[src/rtl/core/ima_pkg.sv]
// Shared constants, register codes and the step-size table of the IMA ADPCM codec.
package ima_pkg;

  localparam int unsigned IDX_MAX = 88;
  localparam int unsigned IDX_W   = 7;
  localparam int unsigned PCM_W   = 16;
  localparam int unsigned CODE_W  = 4;
  localparam int unsigned STEP_W  = 15;
  localparam int unsigned CFG_IDX_W  = 2;
  localparam int unsigned CFG_DATA_W = 16;

  localparam logic signed [PCM_W+1:0] PCM_MIN = -18'sd32768;
  localparam logic signed [PCM_W+1:0] PCM_MAX = 18'sd32767;

  // Configuration register indexes
  localparam logic [CFG_IDX_W-1:0] CFG_ENCODE_MODE  = 2'd0;
  localparam logic [CFG_IDX_W-1:0] CFG_RESTART_PRED = 2'd1;
  localparam logic [CFG_IDX_W-1:0] CFG_RESTART_IDX  = 2'd2;

  // Code bit positions
  localparam int unsigned CODE_SIGN   = 3;
  localparam int unsigned CODE_MAG_HI = 2;

  function automatic logic [STEP_W-1:0] step_rom(input logic [IDX_W-1:0] idx);
    logic [STEP_W-1:0] s;
    case (idx)
      7'd0:  s = 15'd7;     7'd1:  s = 15'd8;     7'd2:  s = 15'd9;     7'd3:  s = 15'd10;
      7'd4:  s = 15'd11;    7'd5:  s = 15'd12;    7'd6:  s = 15'd13;    7'd7:  s = 15'd14;
      7'd8:  s = 15'd16;    7'd9:  s = 15'd17;    7'd10: s = 15'd19;    7'd11: s = 15'd21;
      7'd12: s = 15'd23;    7'd13: s = 15'd25;    7'd14: s = 15'd28;    7'd15: s = 15'd31;
      7'd16: s = 15'd34;    7'd17: s = 15'd37;    7'd18: s = 15'd41;    7'd19: s = 15'd45;
      7'd20: s = 15'd50;    7'd21: s = 15'd55;    7'd22: s = 15'd60;    7'd23: s = 15'd66;
      7'd24: s = 15'd73;    7'd25: s = 15'd80;    7'd26: s = 15'd88;    7'd27: s = 15'd97;
      7'd28: s = 15'd107;   7'd29: s = 15'd118;   7'd30: s = 15'd130;   7'd31: s = 15'd143;
      7'd32: s = 15'd157;   7'd33: s = 15'd173;   7'd34: s = 15'd190;   7'd35: s = 15'd209;
      7'd36: s = 15'd230;   7'd37: s = 15'd253;   7'd38: s = 15'd279;   7'd39: s = 15'd307;
      7'd40: s = 15'd337;   7'd41: s = 15'd371;   7'd42: s = 15'd408;   7'd43: s = 15'd449;
      7'd44: s = 15'd494;   7'd45: s = 15'd544;   7'd46: s = 15'd598;   7'd47: s = 15'd658;
      7'd48: s = 15'd724;   7'd49: s = 15'd796;   7'd50: s = 15'd876;   7'd51: s = 15'd963;
      7'd52: s = 15'd1060;  7'd53: s = 15'd1166;  7'd54: s = 15'd1282;  7'd55: s = 15'd1411;
      7'd56: s = 15'd1552;  7'd57: s = 15'd1707;  7'd58: s = 15'd1878;  7'd59: s = 15'd2066;
      7'd60: s = 15'd2272;  7'd61: s = 15'd2499;  7'd62: s = 15'd2749;  7'd63: s = 15'd3024;
      7'd64: s = 15'd3327;  7'd65: s = 15'd3660;  7'd66: s = 15'd4026;  7'd67: s = 15'd4428;
      7'd68: s = 15'd4871;  7'd69: s = 15'd5358;  7'd70: s = 15'd5894;  7'd71: s = 15'd6484;
      7'd72: s = 15'd7132;  7'd73: s = 15'd7845;  7'd74: s = 15'd8630;  7'd75: s = 15'd9493;
      7'd76: s = 15'd10442; 7'd77: s = 15'd11487; 7'd78: s = 15'd12635; 7'd79: s = 15'd13899;
      7'd80: s = 15'd15289; 7'd81: s = 15'd16818; 7'd82: s = 15'd18500; 7'd83: s = 15'd20350;
      7'd84: s = 15'd22385; 7'd85: s = 15'd24623; 7'd86: s = 15'd27086; 7'd87: s = 15'd29794;
      default: s = 15'd32767;
    endcase
    return s;
  endfunction

  // Index change for code bits 2..0
  function automatic logic signed [4:0] index_adjust(input logic [2:0] mag);
    logic signed [4:0] a;
    case (mag)
      3'd4:    a = 5'sd2;
      3'd5:    a = 5'sd4;
      3'd6:    a = 5'sd6;
      3'd7:    a = 5'sd8;
      default: a = -5'sd1;
    endcase
    return a;
  endfunction

endpackage

[src/rtl/core/ima_if.sv]
// Stream and configuration channel interfaces of the IMA ADPCM codec.
interface ima_in_if;
  logic               valid;
  logic               ready;
  logic               restart;
  logic signed [15:0] pcm_in;
  logic [3:0]         code_in;

  modport source (output valid, output restart, output pcm_in, output code_in, input ready);
  modport sink   (input valid, input restart, input pcm_in, input code_in, output ready);
endinterface

interface ima_out_if;
  logic               valid;
  logic               ready;
  logic [3:0]         code_out;
  logic signed [15:0] pcm_out;
  logic [6:0]         step_index_out;

  modport source (output valid, output code_out, output pcm_out, output step_index_out,
                  input ready);
  modport sink   (input valid, input code_out, input pcm_out, input step_index_out,
                  output ready);
endinterface

interface ima_cfg_if;
  logic        valid;
  logic        ready;
  logic [1:0]  index;
  logic [15:0] data;

  modport source (output valid, output index, output data, input ready);
  modport sink   (input valid, input index, input data, output ready);
endinterface

[src/rtl/core/ima_adpcm_codec.sv]
// IMA ADPCM 4-bit codec, one channel: input stage, codec datapath, result register.
//
// Usage:
//   in_ch   carries one item per sample: restart, pcm_in (encode) and code_in (decode).
//   out_ch  returns one item per input item: code_out, pcm_out, step_index_out.
//   cfg_ch  writes encode_mode (index 0), the restart predictor (1) and the
//           restart step index (2); it is always ready. Write it only while idle.
// Timing: an accepted item is held in the input register, then passes through the
//   codec datapath into the result register and is presented on out_ch from there.
//   Throughput: one item per cycle unless out_ch stalls; the predictor and step index
//   recurrence is a single pass of shift-add-compare and clamp logic between those
//   two registers.
// Restart: an item with restart set first reloads the predictor and the step index
//   (clamped to 88) from the initial-value registers.
// Reset (rst, synchronous): both stages empty, predictor and index zero, registers
//   back to decode mode with zero initial values.
// Stall: when out_ch.ready is low the result holds; the input register still takes
//   one more item, after which in_ch.ready drops until the result is taken.
module ima_adpcm_codec (
  input  logic    clk,
  input  logic    rst,
  ima_in_if.sink  in_ch,
  ima_out_if.source out_ch,
  ima_cfg_if.sink cfg_ch
);
  import ima_pkg::*;

  // Configuration registers
  logic                    encode_mode;
  logic signed [PCM_W-1:0] restart_pred;
  logic [7:0]              restart_idx;

  // Adaptive state
  logic signed [PCM_W-1:0] predictor;
  logic [IDX_W-1:0]        index;

  // Input register
  logic                    s1_valid;
  logic                    s1_restart;
  logic signed [PCM_W-1:0] s1_pcm;
  logic [CODE_W-1:0]       s1_code;

  // Result register
  logic                    out_valid;
  logic [CODE_W-1:0]       out_code;
  logic signed [PCM_W-1:0] out_pcm;
  logic [IDX_W-1:0]        out_index;

  logic s1_adv;
  logic in_acc;

  assign s1_adv = s1_valid && (!out_valid || out_ch.ready);
  assign in_acc = in_ch.valid && in_ch.ready;

  assign in_ch.ready  = !s1_valid || s1_adv;
  assign cfg_ch.ready = 1'b1;

  assign out_ch.valid          = out_valid;
  assign out_ch.code_out       = out_code;
  assign out_ch.pcm_out        = out_pcm;
  assign out_ch.step_index_out = out_index;

  // Datapath
  logic signed [PCM_W-1:0] pred_cur;
  logic [IDX_W-1:0]        idx_cur;
  logic [STEP_W-1:0]       step;
  logic signed [PCM_W:0]   diff;
  logic [PCM_W:0]          mag0;
  logic [PCM_W:0]          mag1;
  logic [PCM_W:0]          mag2;
  logic [PCM_W:0]          st0;
  logic [PCM_W:0]          st1;
  logic [PCM_W:0]          st2;
  logic [CODE_W-1:0]       code;
  logic [PCM_W:0]          vpdiff;
  logic signed [PCM_W+1:0] pred_sum;
  logic signed [PCM_W-1:0] pred_next;
  logic signed [IDX_W+1:0] idx_sum;
  logic [IDX_W-1:0]        idx_next;

  always_comb begin
    if (s1_restart) begin
      pred_cur = restart_pred;
      idx_cur  = (restart_idx > 8'(IDX_MAX)) ? IDX_W'(IDX_MAX)
                                            : restart_idx[IDX_W-1:0];
    end else begin
      pred_cur = predictor;
      idx_cur  = index;
    end

    step = step_rom(idx_cur);
    st0  = {{(PCM_W+1-STEP_W){1'b0}}, step};
    st1  = st0 >> 1;
    st2  = st0 >> 2;

    diff = {s1_pcm[PCM_W-1], s1_pcm} - {pred_cur[PCM_W-1], pred_cur};
    mag0 = diff[PCM_W] ? (PCM_W+1)'(-diff) : diff;
    mag1 = mag0;
    mag2 = mag0;
    code = '0;

    if (encode_mode) begin
      code[CODE_SIGN] = diff[PCM_W];
      if (mag0 >= st0) begin
        code[CODE_MAG_HI] = 1'b1;
        mag1 = mag0 - st0;
      end
      mag2 = mag1;
      if (mag1 >= st1) begin
        code[1] = 1'b1;
        mag2 = mag1 - st1;
      end
      if (mag2 >= st2) code[0] = 1'b1;
    end else begin
      code = s1_code;
    end

    vpdiff = (st0 >> 3)
           + (code[0] ? st2 : '0)
           + (code[1] ? st1 : '0)
           + (code[CODE_MAG_HI] ? st0 : '0);

    if (code[CODE_SIGN]) begin
      pred_sum = {{2{pred_cur[PCM_W-1]}}, pred_cur} - $signed({1'b0, vpdiff});
    end else begin
      pred_sum = {{2{pred_cur[PCM_W-1]}}, pred_cur} + $signed({1'b0, vpdiff});
    end
    if (pred_sum < PCM_MIN) begin
      pred_next = PCM_MIN[PCM_W-1:0];
    end else if (pred_sum > PCM_MAX) begin
      pred_next = PCM_MAX[PCM_W-1:0];
    end else begin
      pred_next = pred_sum[PCM_W-1:0];
    end

    idx_sum = $signed({2'b00, idx_cur}) + (IDX_W+2)'(index_adjust(code[2:0]));
    if (idx_sum < 0) begin
      idx_next = '0;
    end else if (idx_sum > $signed((IDX_W+2)'(IDX_MAX))) begin
      idx_next = IDX_W'(IDX_MAX);
    end else begin
      idx_next = idx_sum[IDX_W-1:0];
    end
  end

  // Configuration writes; indexes beyond the list drop
  always_ff @(posedge clk) begin
    if (rst) begin
      encode_mode  <= 1'b0;
      restart_pred <= '0;
      restart_idx  <= '0;
    end else if (cfg_ch.valid && cfg_ch.ready) begin
      case (cfg_ch.index)
        CFG_ENCODE_MODE:  encode_mode  <= cfg_ch.data[0];
        CFG_RESTART_PRED: restart_pred <= cfg_ch.data;
        CFG_RESTART_IDX:  restart_idx  <= cfg_ch.data[7:0];
        default: ;
      endcase
    end
  end

  // Control and state
  always_ff @(posedge clk) begin
    if (rst) begin
      s1_valid  <= 1'b0;
      out_valid <= 1'b0;
      predictor <= '0;
      index     <= '0;
    end else begin
      if (in_acc) begin
        s1_valid <= 1'b1;
      end else if (s1_adv) begin
        s1_valid <= 1'b0;
      end
      if (s1_adv) begin
        out_valid <= 1'b1;
        predictor <= pred_next;
        index     <= idx_next;
      end else if (out_ch.ready) begin
        out_valid <= 1'b0;
      end
    end
  end

  // Payload
  always_ff @(posedge clk) begin
    if (in_acc) begin
      s1_restart <= in_ch.restart;
      s1_pcm     <= in_ch.pcm_in;
      s1_code    <= in_ch.code_in;
    end
    if (s1_adv) begin
      out_code  <= code;
      out_pcm   <= pred_next;
      out_index <= idx_next;
    end
  end

  // Assertions
  a_index_range: assert property (@(posedge clk) disable iff (rst)
    index <= IDX_W'(IDX_MAX))
    else $error("step index left 0..88");

  a_out_index_range: assert property (@(posedge clk) disable iff (rst)
    out_valid |-> out_index <= IDX_W'(IDX_MAX))
    else $error("result step index out of range");

  a_ready_full: assert property (@(posedge clk) disable iff (rst)
    !in_ch.ready |-> (s1_valid && out_valid && !out_ch.ready))
    else $error("input stalled without a full pipeline");

  a_state_matches_result: assert property (@(posedge clk) disable iff (rst)
    $past(s1_adv) && !$past(rst) |-> (predictor == out_pcm) && (index == out_index))
    else $error("state and result register disagree");

  a_s1_hold: assert property (@(posedge clk) disable iff (rst)
    s1_valid && !s1_adv |=> s1_valid && $stable(s1_pcm) && $stable(s1_code))
    else $error("held item lost in input register");

endmodule
[src/flat_wrapper.sv]
// flat-port wrapper written by rule: the top's interface ports become plain ports
module ima_adpcm_codec_flat import ima_pkg::*;
  (clk, rst, in_ch_valid, in_ch_restart, in_ch_pcm_in, in_ch_code_in, in_ch_ready, out_ch_valid, out_ch_code_out, out_ch_pcm_out, out_ch_step_index_out, out_ch_ready, cfg_ch_valid, cfg_ch_index, cfg_ch_data, cfg_ch_ready);
  ima_in_if in_ch_i ();
  ima_out_if out_ch_i ();
  ima_cfg_if cfg_ch_i ();
  input  logic clk;
  input  logic rst;
  input wire logic [$bits(in_ch_i.valid)-1:0] in_ch_valid;
  input wire logic [$bits(in_ch_i.restart)-1:0] in_ch_restart;
  input wire logic [$bits(in_ch_i.pcm_in)-1:0] in_ch_pcm_in;
  input wire logic [$bits(in_ch_i.code_in)-1:0] in_ch_code_in;
  output wire logic [$bits(in_ch_i.ready)-1:0] in_ch_ready;
  output wire logic [$bits(out_ch_i.valid)-1:0] out_ch_valid;
  output wire logic [$bits(out_ch_i.code_out)-1:0] out_ch_code_out;
  output wire logic [$bits(out_ch_i.pcm_out)-1:0] out_ch_pcm_out;
  output wire logic [$bits(out_ch_i.step_index_out)-1:0] out_ch_step_index_out;
  input wire logic [$bits(out_ch_i.ready)-1:0] out_ch_ready;
  input wire logic [$bits(cfg_ch_i.valid)-1:0] cfg_ch_valid;
  input wire logic [$bits(cfg_ch_i.index)-1:0] cfg_ch_index;
  input wire logic [$bits(cfg_ch_i.data)-1:0] cfg_ch_data;
  output wire logic [$bits(cfg_ch_i.ready)-1:0] cfg_ch_ready;
  assign in_ch_i.valid = in_ch_valid;
  assign in_ch_i.restart = in_ch_restart;
  assign in_ch_i.pcm_in = in_ch_pcm_in;
  assign in_ch_i.code_in = in_ch_code_in;
  assign in_ch_ready = in_ch_i.ready;
  assign out_ch_valid = out_ch_i.valid;
  assign out_ch_code_out = out_ch_i.code_out;
  assign out_ch_pcm_out = out_ch_i.pcm_out;
  assign out_ch_step_index_out = out_ch_i.step_index_out;
  assign out_ch_i.ready = out_ch_ready;
  assign cfg_ch_i.valid = cfg_ch_valid;
  assign cfg_ch_i.index = cfg_ch_index;
  assign cfg_ch_i.data = cfg_ch_data;
  assign cfg_ch_ready = cfg_ch_i.ready;
  ima_adpcm_codec u_core (.clk(clk), .rst(rst), .in_ch(in_ch_i), .out_ch(out_ch_i), .cfg_ch(cfg_ch_i));
endmodule
[config.mk]
export PLATFORM = sky130hd
export DESIGN_NAME = ima_adpcm_codec_flat
export DESIGN_NICKNAME = d
export VERILOG_FILES = /design/src/rtl/core/ima_pkg.sv /design/src/rtl/core/ima_if.sv /design/src/rtl/core/ima_adpcm_codec.sv /design/src/flat_wrapper.sv
export SDC_FILE = /design/constraint.sdc
export NUM_CORES = 1
export LEC_CHECK = 0
export CORE_MARGIN = 2
export CORE_UTILIZATION = 51
export CTS_CLUSTER_DIAMETER = 150
export CTS_CLUSTER_SIZE = 28
export DETAILED_ROUTE_END_ITERATION = 6
export DONT_BUFFER_PORTS = 1
export PLACE_DENSITY_LB_ADDON = 0.2
export SYNTH_ARGS = -nofsm -noshare
export SYNTH_HDL_FRONTEND = slang
export SYNTH_SLANG_ARGS = --single-unit
[constraint.sdc]
create_clock -name clk -period 16.1 [get_ports clk]
set_input_delay 1.61 -clock clk [delete_from_list [all_inputs] [get_ports clk]]
set_output_delay 1.61 -clock clk [all_outputs]
set_load 0.01 [all_outputs]
==> results_dict.tcl, run 1 <==
set metrics [dict create \
    place.gp.congestion 0.9219 \
    clk_pin_slew_worst_paths_ps 80 \
    drive_above_1_share_pct 15.47 \
    io_pins 74 \
    grt_util_met3_pct 3.348 \
    cts_made_buffers 9 \
    power_frac_clock_pct 7.8 \
    die-area_um2 25140 \
    start_util_pct 51.90 \
    sequentialPowerShare_pct 11.2 \
    top_usage_layer "met2" \
    vias_per_cell 6.065 \
    grt_pass1_vias 10600 \
    syn_to_final_growth_pct 15.09 \
    tritoncts "yes" \
    insertion_delay_ps 370 \
    syn-cell-area_um2 12180 \
    detail-route-antenna-nets 0 \
    setup_tns_ps 0 \
    ys_seq_elements 98 \
    dpl.hpwl_um 27750 \
    grt_pass1_wl_um 56520 \
    worst-path-buf-inv 9 \
    die_w_um 158.6 \
    yosysTopAreaCell "ha_1" \
    grt_use_total_pct 28.45 \
    async_flop_share_pct 0 \
    syn_nets 1779 \
    tightest_slew_ps 1177 \
    start_kind "flop" \
    fin_crit_sh_pct 97.02 \
    utilization_pct 59.73 \
    synth.area.top_cells "ha_1 (13%), edfxtp_1 (12%), dfxtp_1 (8.2%), a21oi_1 (6.5%), nand2_1 (5.9%)" \
    crit_fanout 13 \
    avgSynthCellArea_um2 7.705 \
    crit_required_ps 16220 \
    critPathTopFamily "compound AO/OA/AOI/OAI gates" \
    skew_ps 11.81 \
    min-delay-start "u_core.restart_pred[12]" \
    p_comb_share_pct 81.1 \
    p_sw_share_pct 51.66 \
    synth_edf_count 48 \
    slew_headroom_pct 21.55 \
    reg2reg_from "u_core.s1_restart" \
    wl_per_cell_um 19.15 \
    ir_drop_uv 149.3 \
    hp-class "reg2reg" \
    use_met1_pct 39.31 \
    synthCells 1581 \
    root_buffer "clkbuf_16" \
    layout_min_cycle_time_ps 15620 \
    clock_path_buffers 2 \
    p_leak_nw 5.968 \
    detail_route.iter0.violations 1123 \
    antenna_cells 0 \
    synth_most_common_cell "nand2_1" \
    timing.rr.end "u_core.out_ch.pcm_out[4]" \
    r2r_setup_slack_ps 480 \
    criticalPathCategory "reg2reg" \
    power_density_nw_per_um2 216.1 \
    reg2regPathDepth 71 \
    setup_viol 0 \
    grt_max_degree 41 \
    timing.fmax_ghz 0.06402 \
    synthTopCellsByCount "nand2_1 (193), a21oi_1 (157), nor2_1 (150), ha_1 (124), inv_1 (103)" \
    yosys.cell_types.count 88 \
    slew_viol_final 0 \
    die_h_um 158.6 \
    cp.arrival_ps 15740 \
    internal_power_mw 1.465 \
    drtPass1Iterations 5 \
    portBuffers 0 \
    rows 56 \
    p_sw_mw 1.565 \
    hold_viol 0 \
    hold_path_end "u_core.restart_pred[12]" \
    grtUsageMet2_pct 46.75 \
    synth_top_area_share_pct 12.74 \
    drv_cap 0 \
    htreeDepth 3 \
    clock_sinks 98 \
    drc 0 \
    vias 11780 \
    overflow 0 \
    end_kind "flop" \
    grt_antenna_before_repair 0 \
    ctsHoldBuffers 0 \
    core_area_um2 23470 \
    yosys_warnings 0 \
    wirelength_um 37190 \
    synthFlopType "dfxtp_1" \
    nNetsFinal 1816 \
    outcome "finished, final reports clean" \
    hold_depth 2 \
    slowest_delay_ps 620 \
    cpMaxStageDelayCell "fa_1" \
    seq_area_frac_synth_pct 20.05 \
]
==> sequential cells by signal, summed over array words and instances (netlist names), 4 cells and up <==
name                          flops
u_core.s1_pcm                    16
u_core.s1_code                    4
u_core.out_ch.code_out            4
u_core.predictor                 16
u_core.out_ch.pcm_out            16
u_core.restart_pred              16
u_core.index                      7
u_core.restart_idx                8
u_core.out_ch.step_index_out      7
==> routing by layer <==
metal	share of wire (%)	routed length, µm	vias up
li1	-	-	5755
met1	44	16390	5540
met2	47	17640	404
met3	5.5	2041	79
met4	3.0	1123	0
met5	0	0	-
==> power by group through the flow <==
stage                     registers [mW]  clock network, mW  logic, mW
final                              0.338              0.235       2.46
after global routing               0.342              0.245       2.70
after global placement             0.341                  0       2.14
after detailed placement           0.340                  0       2.16
after CTS                          0.336              0.238       2.18
after floorplan                    0.334                  0       1.65
==> final cells by class <==
type | count | area, µm²
multi-input cells | 1304 | 9671
fillers | 2126 | 9453
flip-flops and latches | 98 | 2442
repair buffers | 99 | 788.3
inverters | 106 | 401.6
well taps | 319 | 399.1
clock buffers | 11 | 264.0
clock inverters | 5 | 53.80
==> what timing repair did <==
action	4_1_cts	5_1_grt
gates resized for setup	11	148
endpoints found under the setup margin	30	32
pin swaps	1	46
buffers inserted	0	27
gates cloned	0	3
==> per-stage QoR <==
stage | area, µm² | hold WS [ps] | total power, mW | std cells | setup WS [ps]
after floorplan | 12180 | 424.4 | 1.984 | 1581 | 63.32
after global placement | 12810 | 435.6 | 2.477 | 1896 | 117.8
after detailed placement | 12810 | 441.2 | 2.496 | 1896 | -142.7
after CTS | 13160 | 451.8 | 2.757 | 1912 | 8.299
after global routing | 14020 | 472.6 | 3.284 | 1942 | -288.0
final | 14020 | 452.9 | 3.030 | 1942 | 480.0
==> worst max-delay path by stage <==
| stage | from | slack, ps | to | depth (start not counted) |
|---|---|---|---|---|
| finish | u_core.s1_restart | 480 | u_core.out_ch.pcm_out[4] | 71 |
| global route | u_core.s1_restart | -290 | u_core.out_ch.pcm_out[14] | 76 |
| CTS | u_core.s1_restart | 8 | u_core.out_ch.pcm_out[2] | 75 |
| detailed placement | u_core.s1_restart | -140 | u_core.out_ch.pcm_out[3] | 73 |
| global placement | u_core.s1_restart | 120 | u_core.out_ch.pcm_out[3] | 71 |
| floorplan | u_core.s1_restart | 60 | u_core.out_ch.pcm_out[12] | 76 |
==> worst reg2reg max path: cells and delay by family, from the launching register on <==
| kind | cells | cell delay, ps |
|---|---|---|
| AOI/OAI and AO/OA | 35 | 6680 |
| xor gates and xnor gates | 2 | 620 |
| adders and majority gates | 9 | 3160 |
| buffers and inverters | 9 | 1430 |
| DFF | 1 | 470 |
| muxes | 4 | 1030 |
| and+or+nand+nor | 12 | 2010 |
==> cell usage in the layout (no fill, tap or decap), types with 10 or more instances in the layout <==
master,instances
o21ai_1,16
a21oi_1,139
a21o_1,34
nor3_1,35
nand2b_1,14
nand3_1,34
nor2b_1,18
and2_1,26
a21oi_2,11
xnor2_1,45
nand2_1,191
o31ai_1,13
clkbuf_16,10
buf_4,91
inv_1,103
a31oi_1,10
dfxtp_1,50
nor2_1,143
ha_1,112
edfxtp_1,48
xor2_1,31
mux2i_1,19
or3_1,10
o21ai_2,10
fa_1,27
o211ai_1,12
a211oi_1,17
o21ai_0,63
==> kinds of logic (layout without fill, tap and decap cells) <==
family / after synthesis / count (layout) / synth area share, %
simple gates: 553 / 554 / 21.25
compound gates: 471 / 471 / 25.74
fa+ha+maj: 154 / 154 / 17.67
other cells: 1 / 1 / 0.03078
flops: 98 / 98 / 20.05
xor+xnor: 87 / 87 / 6.317
buf+inv: 180 / 221 / 5.824
mux: 37 / 37 / 3.122
Power figures use the tool's default switching activity.
==> run 2: changes to the inputs <==
--- a/config.mk
+++ b/config.mk
@@ -11,7 +11,7 @@
 export CTS_CLUSTER_SIZE = 28
 export DETAILED_ROUTE_END_ITERATION = 6
 export DONT_BUFFER_PORTS = 1
-export PLACE_DENSITY_LB_ADDON = 0.2
+export PLACE_DENSITY = 0.8
 export SYNTH_ARGS = -nofsm -noshare
 export SYNTH_HDL_FRONTEND = slang
 export SYNTH_SLANG_ARGS = --single-unit
==> run 2 against run 1 <==
  * Sequential power about the same
  * Global-route usage is 0.27 points lower
  * Design area down 0.77%
  * Combinational power hardly changed
  * Utilization is 0.46 points lower
  * First-iteration DRC count down 14%
  * Critical path type unchanged
  * Worst hold slack better by 2.6 ps
  * Non-clock buffer count down 8
  * Clock skew increased by 4.9 ps
  * Critical endpoint is now u_core.out_ch.pcm_out[5]
  * Worst setup slack improved by 74 ps
  * Via count increased by 3.7%
==> results_dict.tcl, run 2 (synthesized netlist as in run 1, its figures left out) <==
set metrics [dict create \
    vias 12210 \
    timing.rr.end "u_core.out_ch.pcm_out[5]" \
    drtPass1Iterations 6 \
    final_common_cell "nand2_1" \
    tightest_slew_ps 1143 \
    pre_cts_slack_ps -409.2 \
    tritoncts "yes" \
    io_pins 74 \
    die-area_um2 25140 \
    antenna_cells 0 \
    clock_path_buffers 2 \
    cts_made_buffers 9 \
    fillCellCount 2014 \
    outcome "finished, final reports clean" \
    dpl.hpwl_um 27630 \
    wirelength_um 36840 \
    grt_pass1_wl_um 56680 \
    grt_antenna_before_repair 0 \
    htreeDepth 3 \
    layout_min_cycle_time_ps 15550 \
    timing.fmax_ghz 0.06433 \
    crit_path_end "u_core.out_ch.pcm_out[5]" \
    drv_cap 0 \
    die_h_um 158.6 \
    drive_above_1_share_pct 15.36 \
    crit_fanout 13 \
    grt_max_degree 41 \
    reg2reg_from "u_core.s1_restart" \
    grt_use_total_pct 28.18 \
    clk_pin_slew_worst_paths_ps 70 \
    slowest_delay_ps 500 \
    start_util_pct 51.90 \
    place_area_um2 12840 \
    cp_common_cell "a21o_1" \
    ir_drop_uv 154.2 \
    insertion_delay_ps 360 \
    syn_to_final_growth_pct 14.21 \
    die_w_um 158.6 \
    slew_headroom_pct 23.79 \
    min-delay-start "u_core.restart_pred[9]" \
    nNetsFinal 1808 \
    reg2regPathDepth 72 \
    grt_pass1_vias 11080 \
    start_kind "flop" \
    end_kind "flop" \
    vias_per_cell 6.315 \
    path_depth 72 \
    detail_route.iter0.violations 962 \
    utilization_pct 59.27 \
    hold_viol 0 \
    hp-class "reg2reg" \
    setup_tns_ps 0 \
    clock_sinks 98 \
    rsz0062_at_grt "true" \
    rows 56 \
    portBuffers 0 \
    critPathLaunch "u_core.s1_restart" \
    detail-route-antenna-nets 0 \
    root_buffer "clkbuf_16" \
    setup_viol 0 \
    slew_viol_final 0 \
    power_density_nw_per_um2 217.4 \
    hold_slack_ps 455.4 \
    place.gp.congestion 0.9749 \
    r2r_setup_slack_ps 550 \
    skew_ps 16.69 \
    core_area_um2 23470 \
    cpMaxStageDelayCell "edfxtp_1" \
    final_cell_mix "nand2_1 (191), nor2_1 (146), a21oi_1 (132)" \
    worst-path-buf-inv 8 \
    crit_required_ps 16220 \
    postLayoutCellArea_um2 13910 \
    final.setup.worst_slack_ps 554.1 \
    ctsHoldBuffers 0 \
    drc 0 \
    cp.arrival_ps 15660 \
    p_leak_nw 5.916 \
    criticalPathCategory "reg2reg" \
    critPathTopFamily "compound AO/OA/AOI/OAI gates" \
    overflow 0 \
    wl_per_cell_um 19.05 \
    fin_crit_sh_pct 96.56 \
]
run 2: cell types whose count changed in the layout (fill, tap and decap cells not counted), moves of 3 or more:
| cell | previous run | this run |
|---|---|---|
| a21oi_2 | 11 | 22 |
| inv_4 | 0 | 4 |
| a21oi_4 | 8 | 4 |
| nor2_1 | 143 | 146 |
| mux2i_2 | 7 | 3 |
| mux2i_1 | 19 | 22 |
| a21oi_1 | 139 | 132 |
| buf_4 | 91 | 85 |
run 2: per-layer routing:
layer	GRT usage, %	routed length, µm	vias to the layer above	part of all wire, %
li1	-	-	5762	-
met3	3.185	2408	108	6.5
met5	0	0	-	0
met2	47.60	17780	575	48
met4	11.97	1576	0	4.3
met1	36.52	15070	5768	41
run 2: worst min-delay path by stage:
| stage | endpoint | cells after the start |
|---|---|---|
| 2_1_floorplan | u_core.predictor[12] | 2 |
| 3_3_place_gp | u_core.predictor[14] | 2 |
| 3_5_place_dp | u_core.restart_pred[10] | 2 |
| 4_1_cts | u_core.restart_pred[10] | 2 |
| 5_1_grt | u_core.restart_pred[11] | 2 |
| 6_report | u_core.restart_pred[9] | 2 |
run 2: timing repair:
item                       CTS  global route
gates resized for setup     11           148
buffers inserted             1            15
cloned                       0             1
pin swaps                    1            44
setup endpoints to repair   31            32
run 2: final cells by class:
cell class                      instances  area (µm²)  area share [%]
Sequential cell                        98        2442           17.56
Tap cell                              319       399.1           2.869
Clock inverter                          6       47.55          0.3418
Inverter                              106       397.9           2.860
Multi-Input combinational cell       1304        9674           69.54
Timing Repair Buffer                   91       721.9           5.189
Clock buffer                           10       229.0           1.646
run 2: metrics by stage:
stage          total power [mW]  cells
3_3_place_gp              2.447   1901
5_1_grt                   3.290   1934
2_1_floorplan             1.984   1581
4_1_cts                   2.729   1918
3_5_place_dp              2.490   1901
6_report                  3.025   1934
run 2: tightest hold or removal path, cell delays in order, from the launching register on:
cell and delay (ps):
dfxtp_1 320, nand2_1 50, a21oi_1 50
run 2: power by group:
group          internal [mW]  switching (mW)  total, mW
Clock                  0.108           0.104      0.211
Sequential             0.312          0.0266      0.338
Combinational           1.04            1.43       2.48
